[config.mk]
export PLATFORM = sky130hd
export DESIGN_NAME = amt_ram
export DESIGN_NICKNAME = d
export VERILOG_FILES = /design/src/rtl/amt_ram.sv
export SDC_FILE = /design/constraint.sdc
export NUM_CORES = 2
export LEC_CHECK = 0
export BUFFER_PORTS_ARGS = -buffer_cell sky130_fd_sc_hd__buf_2
export CORE_MARGIN = 4
export CORE_UTILIZATION = 30
export CTS_BUF_LIST = sky130_fd_sc_hd__clkbuf_8
export CTS_CLUSTER_DIAMETER = 120
export DETAILED_ROUTE_END_ITERATION = 8
export PLACE_DENSITY = 0.44
export SYNTH_ARGS = -nofsm -noshare
export SYNTH_HDL_FRONTEND = slang
export SYNTH_SLANG_ARGS = --single-unit
export TNS_END_PERCENT = 20
[constraint.sdc]
create_clock -name clk_i -period 2.1 [get_ports clk_i]
set_input_delay 0.21 -clock clk_i [delete_from_list [all_inputs] [get_ports clk_i]]
set_output_delay 0.21 -clock clk_i [all_outputs]
set_load 0.01 [all_outputs]
[src/rtl/amt_ram.sv]
// generic simple dual-port ram with registered read
module amt_ram #(
  parameter int WIDTH = 8,
  parameter int DEPTH = 256
) (
  input  logic                     clk_i,
  input  logic                     we_i,
  input  logic [$clog2(DEPTH)-1:0] waddr_i,
  input  logic [WIDTH-1:0]         wdata_i,
  input  logic [$clog2(DEPTH)-1:0] raddr_i,
  output logic [WIDTH-1:0]         rdata_o
);

  logic [WIDTH-1:0] mem [DEPTH];

  always_ff @(posedge clk_i) begin
    if (we_i) mem[waddr_i] <= wdata_i;
    rdata_o <= mem[raddr_i];
  end

endmodule

# == Word-level counts from Yosys, hierarchy flattened ==
# Memory sizes are Yosys's and may differ from the RTL's. A register that Yosys moved wholly into a read port is not among the register bits.
# Index checks and enable logic that the tools add are counted.
# Widths: inputs -> output; s select.
# word_totals
reg_bits,0
ramBits,2048
inputBits,26
out_inout_bits,8
wordCells,3
mem_count,1
# classes
n_mux,2
# mem_list
name,words,width,rd,rd_ports_with_merged_regs,wr,line,rtl
mem,256,8,1,1,1,14,logic [WIDTH-1:0] mem [DEPTH];
# ops
op,n
$mux 1,2

# == Longest topological paths before layout ==
# logic_depth
depth_word,2
mapped_depth,11
ltp_nobuf,6

# == Worst setup path before layout ==
# Ideal clock, no wire load.
# synth_timing
path_kind,input-to-reg
startpoint,input raddr_i[0]
endpoint,register rdata_o[2] (read register of mem)
setup_ps,131
arrival_time_ps,2017
t_required_ps,1969
setup_slack_ps,-48
stages,9
n_path_buf,4
path_cell_list,buf_6 > buf_12 > buf_8 > buf_2 > mux4_2 > a22oi_1 > a21oi_1 > nor4_1 > nor4_2
# synth_rtl
item,line,rtl
start: declaration,10,"input logic [$clog2(DEPTH)-1:0] raddr_i,"
end: declaration,11,output logic [WIDTH-1:0] rdata_o

==> summary.md <==
| Metric | Value |
|---|---|
| Via Count | 41.41k |
| Post-synth top area cell | edfxtp_1 |
| Max Slew Vio Count | 0 |
| Peak supply drop | 0.6732 mV |
| Yosys cell types | 55 |
| Failing checks | negative setup slack |
| Hold crit path type | primary input to flip-flop |
| Psw | 19.33 mW |
| Post-route antenna net violation count | 0 |
| Nets | 4729 |
| I/O Buffers | 33 |
| Final hold violations | 0 |
| Post-synthesis sequential area ratio | 0.7750 |
| Combinational share of power | 0.062 |
| Final min period | 2268 ps |
| Gr usage total | 0.1691 |
| Syn Nets | 3759 |
| Commonest non-fill, non-tap cell in the layout | edfxtp_1 |
| Final setup fails | 16 |
| Die W | 523.0 microns |
| Peak Freq | 440.9 MHz |
| Final WL | 232300 microns |
| Final Cycle Share | 1.080 |
| First drt pass iteration count | 5 |
| Root Driver | clkbuf_8 |
| Post-Syn Instances | 3733 |
| Clk buf depth | 4 |
| Initial antenna violation count | 13 |
| Crit end category | flip-flop |
| Routability Congestion | 0.7893 |
| Finished Cell Area | 0.09725 sq mm |
| Max cap viols | 0 |
| Commonest non-fill, non-tap cells in the layout | edfxtp_1, buf_4, mux4_2 |
| Hpwl dp | 150700 microns |
| Full die area | 0.2735 sq mm |
| Core area | 0.2632 sq mm |
| Vias per inst | 4.879 |
| Synth warn | 0 |
| 1st-iter DRT viols | 3507 |
| Mapped cell area | 0.07956 sq mm |
| Leak | 31.82 nW |
| Placed cell area | 0.09020 sq mm |
| Grt ovf | 0 |
| Area delta synth->final | 22.24% |
| Top post-synthesis cells by area | edfxtp_1, mux4_2, mux2i_1, nor2_1, a22oi_1 |
| PD cells | 868.1 mW/mm^2 |
| HP Start | raddr_i[4] |
| Syn Area/Cell | 21.31 sq um |
| WL/cell | 27.37 microns |
| Clock share of power | 0.401 |
| CP Class | flip-flop to flip-flop |
| Worst slew pin tran | 792.5 ps |
| Switching share of power | 0.2290 |
| Yosys reg bits | 2056 |
| Internal | 65.09 mW |
| Final worst setup slack | -168.2 ps |
| RSZ-0062 raised after global routing | true |
| Initial cell density of the core | 0.3022 |
| Worst setup SP type | flip-flop |
| Post CTS Setup Buffer Count | 0 |
| Synth Flop Type | edfxtp_1 |
| Crit. Startpoint | mem[83][6] |
| Worst EP required | 3020 ps |
| DRC viols | 0 |
| R2r startpoint | mem[83][6] |
| Post-synth EDFFs | 2048 |
| CTS buffer count | 363 |
| Reg power frac | 0.537 |
| Vias in the first global route | 43.49k |
| Crit-path max FO | 1 |
| Die Ht | 523.0 microns |
| Critical path arrival | 3190 ps |
| Async S/R FF share, synth | 0 |
| Largest net degree at the start of global routing | 87 |
| Clk Latency, worst-skew pair | 1050 ps |
| Fraction of layout cells with a size suffix above 1 | 0.3582 |
| Final Skew | 91.73 ps |
| Slew headroom | 0.4642 |
| Status | finished with violations |
| Reg clk slew, reported paths | 60 ps |
| Number of I/O pins | 34 |
| Top-area cell type share of the netlist area | 0.7730 |
| Fin util | 0.3695 |
| H-tree depth | 5 |
| Num Clock Sinks | 2056 |
| Global-route wire length before repair | 330500 microns |
| CTS tree | done |
| Core Rows | 188 |
critical path, cell delays in order, from the launching register on:
cell and delay (ps):
edfxtp_1 370, mux4_2 530, a22o_4 300, a221oi_2 190
buf_4 200, o32ai_2 100, nor3_1 170, buf_4 190
nor4_2 50
layout make-up:
| class | count | area (sq um) |
|---|---|---|
| fillers | 24190 | 166000 |
| flip-flops and latches | 2056 | 61670 |
| multi-input cells | 1442 | 16870 |
| repair buffers | 838 | 7818 |
| clock buffers | 372 | 5120 |
| well taps | 3515 | 4398 |
| clock inverters | 257 | 1359 |
| diodes | 6 | 15.01 |
| inverters | 2 | 7.507 |
through the flow:
step / std cells / setup TNS (ps) / total power, mW / setup WS (ps) / hold WS (ps)
after detailed placement: 7834 / -9042 / 51.40 / -1380 / 587.9
after CTS: 8482 / -2020 / 85.67 / -167.5 / 11.57
final: 8488 / -1776 / 84.43 / -168.2 / 130.5
after floorplan: 3733 / -8.082 / 48.36 / -8.082 / 308.9
after global routing: 8484 / -1546 / 87.91 / -213.9 / 61.40
after global placement: 7834 / -9203 / 51.38 / -1430 / 585.5
sequential cells by signal, summed over array words and instances, names as in the netlist:
signal / count
mem: 2048
rdata_o: 8
Yosys cell counts, drive strengths merged, types with 2 or more instances:
cell type and count:
a2111oi 5, a21oi 96, a22oi 133, mux2i 134
clkbuf 111, a211oi 16, nand3b 2, mux4 456
o21ai 12, a311oi 2, nand2 33, and2 6
a31oi 2, a221oi 14, edfxtp 2048, nor2 282
a22o 8, nor3 22, o22ai 28, dfxtp 8
o211ai 10, or2 4, o221ai 47, o22a 5
nor4 27, o32ai 5, nand2b 8, nand3 34
nor2b 31, nand4 10, buf 122, and3b 2
power by group through the flow:
stage	clock [mW]	sequential [mW]	combinational (mW)
final	33.8	45.4	5.21
after floorplan	0	46.2	2.21
after global placement	0	46.2	5.15
after detailed placement	0	46.2	5.18
after global routing	37.0	45.3	5.53
after CTS	35.0	45.4	5.30
cell families after synthesis:
| kind of cell | after synthesis | synth area share |
|---|---|---|
| AOI/OAI and AO/OA | 385 | 0.03419 |
| buffers and inverters | 235 | 0.01831 |
| DFF | 2056 | 0.7750 |
| muxes | 591 | 0.1462 |
| and+or+nand+nor | 466 | 0.02628 |
path summary, 6_finish.rpt:
path | slack (ps) | endpoint | depth (start not counted)
max | -170 | rdata_o[6] | 8
min | 130 | rdata_o[6] | 5
max reg2reg | -170 | rdata_o[6] | 8
min reg2reg | 1130 | rdata_o[3] | 6
timing repair:
| action | 4_1_cts | 5_1_grt |
|---|---|---|
| gates resized for setup | 46 | 20 |
| setup endpoints to repair | 15 | 17 |
| hold buffers | 22 | 0 |
| hold endpoints to repair | 2743 | 0 |
| pin swaps | 14 | 7 |
layer usage:
metal  vias to the layer above  GRT usage  wire (microns)
li1                      17703          -               -
met5                         -          0               0
met3                       313    0.03026           11840
met1                     22241     0.2360          103400
met2                      1156     0.2760          112900
met4                         0    0.03950            4145
Power figures use the tool's default switching activity.
