<file path="config.mk">
export PLATFORM = sky130hd
export DESIGN_NAME = amt_div
export DESIGN_NICKNAME = d
export VERILOG_FILES = /design/src/rtl/amt_pkg.sv /design/src/rtl/amt_div.sv
export SDC_FILE = /design/constraint.sdc
export NUM_CORES = 1
export LEC_CHECK = 0
export BUFFER_PORTS_ARGS = -buffer_cell sky130_fd_sc_hd__clkbuf_2
export CAP_MARGIN = 10
export CORE_MARGIN = 3
export CORE_UTILIZATION = 30
export DETAILED_ROUTE_END_ITERATION = 10
export GPL_TIMING_DRIVEN = 0
export PLACE_DENSITY = 0.54
export SLEW_MARGIN = 20
export SYNTH_ARGS = -nofsm -noshare
export SYNTH_HDL_FRONTEND = slang
export SYNTH_SLANG_ARGS = --single-unit
</file>
<file path="constraint.sdc">
create_clock -name clk_i -period 4.9 [get_ports clk_i]
set_clock_uncertainty 0.05 [all_clocks]
set_input_delay 0.49 -clock clk_i [delete_from_list [all_inputs] [get_ports clk_i]]
set_output_delay 0.49 -clock clk_i [all_outputs]
set_load 0.02 [all_outputs]
</file>
<file path="src/rtl/amt_pkg.sv">
// shared constants, types and helper functions for the adaptive mean threshold block
package amt_pkg;

  localparam int MAX_WIDTH       = 512;
  localparam int MAX_HEIGHT      = 512;
  localparam int MAX_WINDOW_TENS = 15;
  localparam int TEN             = 10;
  localparam int WHITE           = 255;

  localparam int MAX_DIM  = (MAX_WIDTH > MAX_HEIGHT) ? MAX_WIDTH : MAX_HEIGHT;
  localparam int N_MAX    = MAX_WINDOW_TENS * TEN;
  localparam int CDW      = $clog2(MAX_DIM);                  // coordinate
  localparam int WW       = $clog2(MAX_DIM + 1);              // effective frame size
  localparam int AW       = $clog2(MAX_WIDTH * MAX_HEIGHT);   // store address
  localparam int TW       = $clog2(MAX_WIDTH * MAX_HEIGHT + 1);
  localparam int NW       = $clog2(N_MAX + 1);
  localparam int NNW      = $clog2(N_MAX * N_MAX + 1);
  localparam int SUM_W    = $clog2(N_MAX * N_MAX * 255 + 1);
  localparam int CW       = $clog2(MAX_DIM + N_MAX) + 1;      // signed coordinate
  localparam int DVD_W    = (SUM_W > AW) ? SUM_W : AW;
  localparam int DVS_W    = (NNW > WW) ? NNW : WW;
  localparam int CFG_DW   = 10;
  localparam int CFG_IW   = 3;
  localparam int PIX_W    = 8;

  typedef enum logic [CFG_IW-1:0] {
    REG_MODE   = 3'd0,
    REG_LEVEL  = 3'd1,
    REG_WINDOW = 3'd2,
    REG_OFFSET = 3'd3,
    REG_WIDTH  = 3'd4,
    REG_HEIGHT = 3'd5
  } cfg_reg_e;

  // clamp a signed coordinate into 0 .. lim-1
  function automatic logic [CDW-1:0] clamp_crd(logic signed [CW-1:0] v, logic [WW-1:0] lim);
    logic [CW-1:0] u;
    u = v;
    if (v[CW-1]) return '0;
    else if (u >= CW'(lim)) return CDW'(lim - 1'b1);
    else return CDW'(u);
  endfunction

  // four-sample average, round half to even
  function automatic logic [PIX_W-1:0] avg4_even(logic [PIX_W+1:0] s);
    logic [PIX_W-1:0] q;
    q = s[PIX_W+1:2];
    if (s[1:0] == 2'd3 || (s[1:0] == 2'd2 && q[0])) q = q + 1'b1;
    return q;
  endfunction

endpackage

</file>
<file path="src/rtl/amt_div.sv">
// iterative restoring divider, one quotient bit per cycle
module amt_div (
  input  logic                     clk_i,
  input  logic                     rst_ni,
  input  logic                     start_i,
  input  logic [amt_pkg::DVD_W-1:0] dividend_i,
  input  logic [amt_pkg::DVS_W-1:0] divisor_i,
  output logic                     done_o,
  output logic [amt_pkg::DVD_W-1:0] quot_o,
  output logic [amt_pkg::DVS_W-1:0] rem_o
);
  import amt_pkg::*;

  localparam int CNT_W = $clog2(DVD_W + 1);

  logic             busy_q, busy_d, done_q, done_d;
  logic [CNT_W-1:0] cnt_q, cnt_d;
  logic [DVD_W-1:0] dvd_q, dvd_d;
  logic [DVS_W-1:0] dvs_q, dvs_d, rem_q, rem_d;
  logic [DVS_W:0]   trial;
  logic             ge;

  always_comb begin
    trial  = {rem_q, dvd_q[DVD_W-1]};
    ge     = trial >= {1'b0, dvs_q};
    busy_d = busy_q;
    done_d = 1'b0;
    cnt_d  = cnt_q;
    dvd_d  = dvd_q;
    dvs_d  = dvs_q;
    rem_d  = rem_q;
    if (start_i) begin
      busy_d = 1'b1;
      cnt_d  = CNT_W'(DVD_W);
      dvd_d  = dividend_i;
      dvs_d  = divisor_i;
      rem_d  = '0;
    end else if (busy_q) begin
      rem_d = ge ? DVS_W'(trial - {1'b0, dvs_q}) : DVS_W'(trial);
      dvd_d = {dvd_q[DVD_W-2:0], ge};
      cnt_d = cnt_q - 1'b1;
      if (cnt_q == CNT_W'(1)) begin
        busy_d = 1'b0;
        done_d = 1'b1;
      end
    end
  end

  always_ff @(posedge clk_i or negedge rst_ni) begin
    if (!rst_ni) begin
      busy_q <= 1'b0;
      done_q <= 1'b0;
      cnt_q  <= '0;
    end else begin
      busy_q <= busy_d;
      done_q <= done_d;
      cnt_q  <= cnt_d;
    end
  end

  always_ff @(posedge clk_i) begin
    dvd_q <= dvd_d;
    dvs_q <= dvs_d;
    rem_q <= rem_d;
  end

  assign done_o = done_q;
  assign quot_o = dvd_q;
  assign rem_o  = rem_q;

endmodule

</file>
**After elaboration in Yosys (flattened, before gate mapping)**

Cells that the tools add are included.

- Input bits: 41
- Output and inout bits: 39
- Bits in registers: 60

- Order comparisons: 1
- Mux-type cells: 11
- Reduce and logical (&&, ||, !) cells: 1
- Add/sub/neg operators: 2
- Equality and inequality tests: 1

Operators by type and width:

| kind | count |
|---|---|
| 23-bit two-way mux | 2 |
| 16-bit by 15-bit >= comparator with 1-bit output | 1 |
| 15-bit two-way mux | 1 |
| 15-bit subtractor | 1 |
| 5-bit two-way mux | 2 |
| 1-bit two-way mux | 6 |
| 5-bit by 1-bit == test with 1-bit output (second input constant) | 1 |
| 5-bit by 1-bit subtractor with 5-bit output (second input constant) | 1 |
| 2-bit nonzero test | 1 |

**Depth between registers and ports, before layout**

- Depth in word-level cells: 4
- Depth in mapped cells: 10

**Least setup slack after synthesis**

Ideal clock, no wire load.

- Kind: reg2reg
- Start: register dvd_q[22], in the netlist quot_o[22]
- End: register rem_q[0], in the netlist rem_o[0]
- Cell stages (with the launch flop): 10
- Period minus slack after synthesis: 2.445 ns
- Path slack: 2.455 ns
- Arrival time: 2.315 ns
- Cell sequence: edfxtp_1 > inv_1 > ha_1 > fa_1 > nor2b_1 > o31a_1 > o31ai_4 > a31oi_4 > mux2_2 > a211oi_2

- Word-level cells in the longest chain between the ends: 2
- Elaborated cells between the ends (all ways): 3
- Classes of those cells: add/sub (1); order compare (1); mux (1)

RTL lines:

| what | line | RTL |
|---|---|---|
| start, declared | amt_div.sv:18 | `logic [DVD_W-1:0] dvd_q, dvd_d;` |
| start signal, assigned | amt_div.sv:62 | `dvd_q <= dvd_d;` |
| 15-bit subtractor / 16-bit by 15-bit >= comparator with 1-bit output (equally long branches) | amt_div.sv:39, amt_div.sv:25 |  |
| 15-bit two-way mux * | amt_div.sv:39 | `rem_d = ge ? DVS_W'(trial - {1'b0, dvs_q}) : DVS_W'(trial);` |
| end signal, assigned | amt_div.sv:64 | `rem_q <= rem_d;` |
| end, declared | amt_div.sv:19 | `logic [DVS_W-1:0] dvs_q, dvs_d, rem_q, rem_d;` |

Mark *: on every way between the ends. The rest lies on a longest branch, timed or not.
A chain may end at the register's enable or synchronous reset.

**Worst setup path in the final report**

Ends and elaborated chain as after synthesis.

==> run metrics <==
Worst VDD drop 0.168 mV; Final ANT Viol Nets 0; Worst-Skew Late Latency 0.35 ns; IO buf count 79; initial cell density of the core 0.317; maximum clock frequency 389 MHz; routed len/inst 15.7 um; vias after detailed routing 2582; gp weighted congestion 0.747; Setup crit end kind flip-flop; CTS tree built; share of layout cells above drive strength 1 0.336; Setup Buffers After CTS 0; Top FF cell, synth edfxtp_1; Synth Instances 297; Syn. warnings 0; leakage 1.78 nW; Boundary Pins 80; fin crit share 0.525; Finish-stage setup viols 0; CTS sink cnt 60; crit path max fanout 5; CTS Hold Buffers Added 1; Fin. Hold Viols 0; diodes inserted 0; worst-margin pin slew 0.888 ns; Die Wd 112 um; CP arrival 2.78 ns; Die ar. 12400 um2; CTS buffer count 9; Tot Pwr 1.29 mW; Setup TNS 0 ns; CTS resizes 0; Startpoint Class flip-flop; Max Slew Vio Count 0; Nets 447; die height 112 um; Pre-antenna DRT Iters 4; Synth Register Bits 60; largest net degree at the start of global routing 24; fin crit period 2.57 ns; clock slew at reported path FFs 0.08 ns; # DRC 0; Mapped Area 3340 um2; synthesis-to-layout area growth 23.7%; gr ovfl total 0; Seq pwr share 0.462; initial antenna violation count 0; Max Root-Sink Buffers 2; PwrDens 311 nW/um2; Filler Cell Count 1087; Worst Hold Slack 0.261 ns; hpwl dp 5890 um; Slew HR 0.408; Seq/Total Area, Yosys 0.484; Hold WC Path Type in2reg; number of global-route vias before repair 2699; Clk pwr share 0.392; Net Count, Synth 356; Post-Route WL 8320 um; status complete, no violations; core area 10600 um2; Net Sw Frac 0.266; Post-synth EDFFs 38; Netlist cell types 55; Critical Path RT 5.11 ns; ys async rst share 0.117; # rows 37; Switch Pwr 342 uW; Mean Syn Cell Area 11.3 um2; Tot GR Track Use 0.138; Comb pwr share 0.145; max_cap viols 0; Internal Power 943 uW; via-per-instance ratio 4.88; H-tree levels 3; unrepaired setup endpoints after global routing no; CTS root buf clkbuf_8; first-pass GRT wire length 13800 um; Starting DRT DRC Count 130; critical path class reg2reg
## stage by stage
stage / area, um2 / std cells / util / setup slack [ns]
finish: 4130 / 529 / 0.392 / 2.33
global route: 4130 / 529 / 0.392 / 2.11
CTS: 4130 / 529 / 0.392 / 2.33
detailed placement: 3910 / 512 / 0.370 / 2.19
global placement: 3910 / 512 / 0.370 / 2.23
floorplan: 3340 / 297 / - / 2.46
## sequential cells by signal, indices dropped and copies added, names as in the netlist
| signal | flops |
|---|---|
| quot_o | 23 |
| dvs_q | 15 |
| rem_o | 15 |
| cnt_q | 5 |
| busy_q | 1 |
| done_o | 1 |
## final cells by class
type,count,area [um2],share of cell area
multi-input cells,200,1570,0.379
well taps,136,170,0.0412
plain buffers,13,68.8,0.0167
clock inverters,6,87.6,0.0212
repair buffers,80,405,0.0981
inverters,24,90.1,0.0218
clock buffers,10,128,0.0309
flip-flops and latches,60,1620,0.391
## worst max-delay path, stage by stage (launching register included)
cell      delay (ns)
edfxtp_1        0.36
inv_1           0.08
ha_1            0.23
fa_1            0.40
nor2b_1         0.17
o31a_1          0.32
o31ai_4         0.11
a31oi_4         0.20
mux2_2          0.36
a211oi_2        0.21
## cells by family (layout without fill, tap and decap cells)
kind of cell               after synthesis  in the layout  synth area share
xor gates and xnor gates                11             11            0.0288
adders and majority gates               18             18            0.0696
AOI/OAI and AO/OA                       64             64             0.152
buffers and inverters                   37            133            0.0476
muxes                                   32             32             0.105
DFF                                     60             60             0.484
and+or+nand+nor                         75             75             0.113
## worst paths after layout
| path | slack (ns) | to | startpoint | cells after the start |
|---|---|---|---|---|
| worst max-delay path | 2.33 | rem_o[0] | quot_o[22] | 9 |
| worst min-delay path | 0.26 | dvs_q[10] | divisor_i[10] | 1 |
| worst max register to register | 2.33 | rem_o[0] | quot_o[22] | 9 |
| worst min register to register | 0.48 | cnt_q[4] | cnt_q[4] | 2 |
| max in group asynchronous | 4.17 | cnt_q[0] | rst_ni | 2 |
| min in group asynchronous | 0.47 | cnt_q[2] | rst_ni | 2 |
## synthesized netlist by cell type, types with 2 or more instances
cell | count | area, um2
a31oi_4 | 2 | 42.5
buf_1 | 2 | 7.51
nand2_1 | 20 | 75.1
mux2i_1 | 8 | 80.1
dfrtp_1 | 7 | 175
nor3_1 | 5 | 25.0
or4_1 | 2 | 15.0
ha_1 | 17 | 213
o211ai_1 | 4 | 30.0
nand4_1 | 4 | 25.0
or3_1 | 3 | 18.8
dfxtp_1 | 15 | 300
inv_1 | 24 | 90.1
buf_6 | 2 | 22.5
nor2b_1 | 4 | 25.0
a31o_2 | 3 | 26.3
a21o_1 | 6 | 45.0
edfxtp_1 | 38 | 1140
nand3_1 | 3 | 15.0
a21oi_1 | 7 | 35.0
o31a_1 | 4 | 35.0
o21a_1 | 5 | 37.5
mux2_2 | 24 | 270
a22o_1 | 2 | 17.5
a211o_1 | 3 | 26.3
nor2_1 | 21 | 78.8
xnor2_1 | 9 | 78.8
o21ai_0 | 10 | 50.1
nand2b_1 | 5 | 31.3
a211oi_1 | 5 | 37.5
clkbuf_1 | 7 | 26.3
xor2_1 | 2 | 17.5
o31ai_1 | 2 | 15.0
## cell usage in the layout (no fill, tap or decap), types with 6 or more instances in the layout
master,Yosys,layout
nor2_1,21,21
mux2i_1,8,8
mux2_2,24,24
inv_1,24,24
dfxtp_1,15,15
a21oi_1,7,7
edfxtp_1,38,38
clkbuf_1,7,8
xnor2_1,9,9
o21ai_0,10,10
clkbuf_8,0,9
a21o_1,6,6
ha_1,17,17
nand2_1,20,20
clkbuf_2,0,79
dfrtp_1,7,7
## metal layers
metal | track usage | vias to the layer above | part of all wire
met5 | 0 | - | 0
met4 | 0.0292 | 0 | 0.0053
met3 | 0.0543 | 4 | 0.076
met2 | 0.212 | 76 | 0.45
met1 | 0.184 | 1223 | 0.47
li1 | - | 1279 | -
## power groups by stage
stage	Combinational [mW]	Clock [mW]	Sequential, mW
after global placement	0.186	0	0.603
after global routing	0.207	0.540	0.599
after detailed placement	0.187	0	0.604
final	0.187	0.504	0.594
after CTS	0.189	0.518	0.594
after floorplan	0.0991	0	0.628
(Power assumes the default switching activity.)
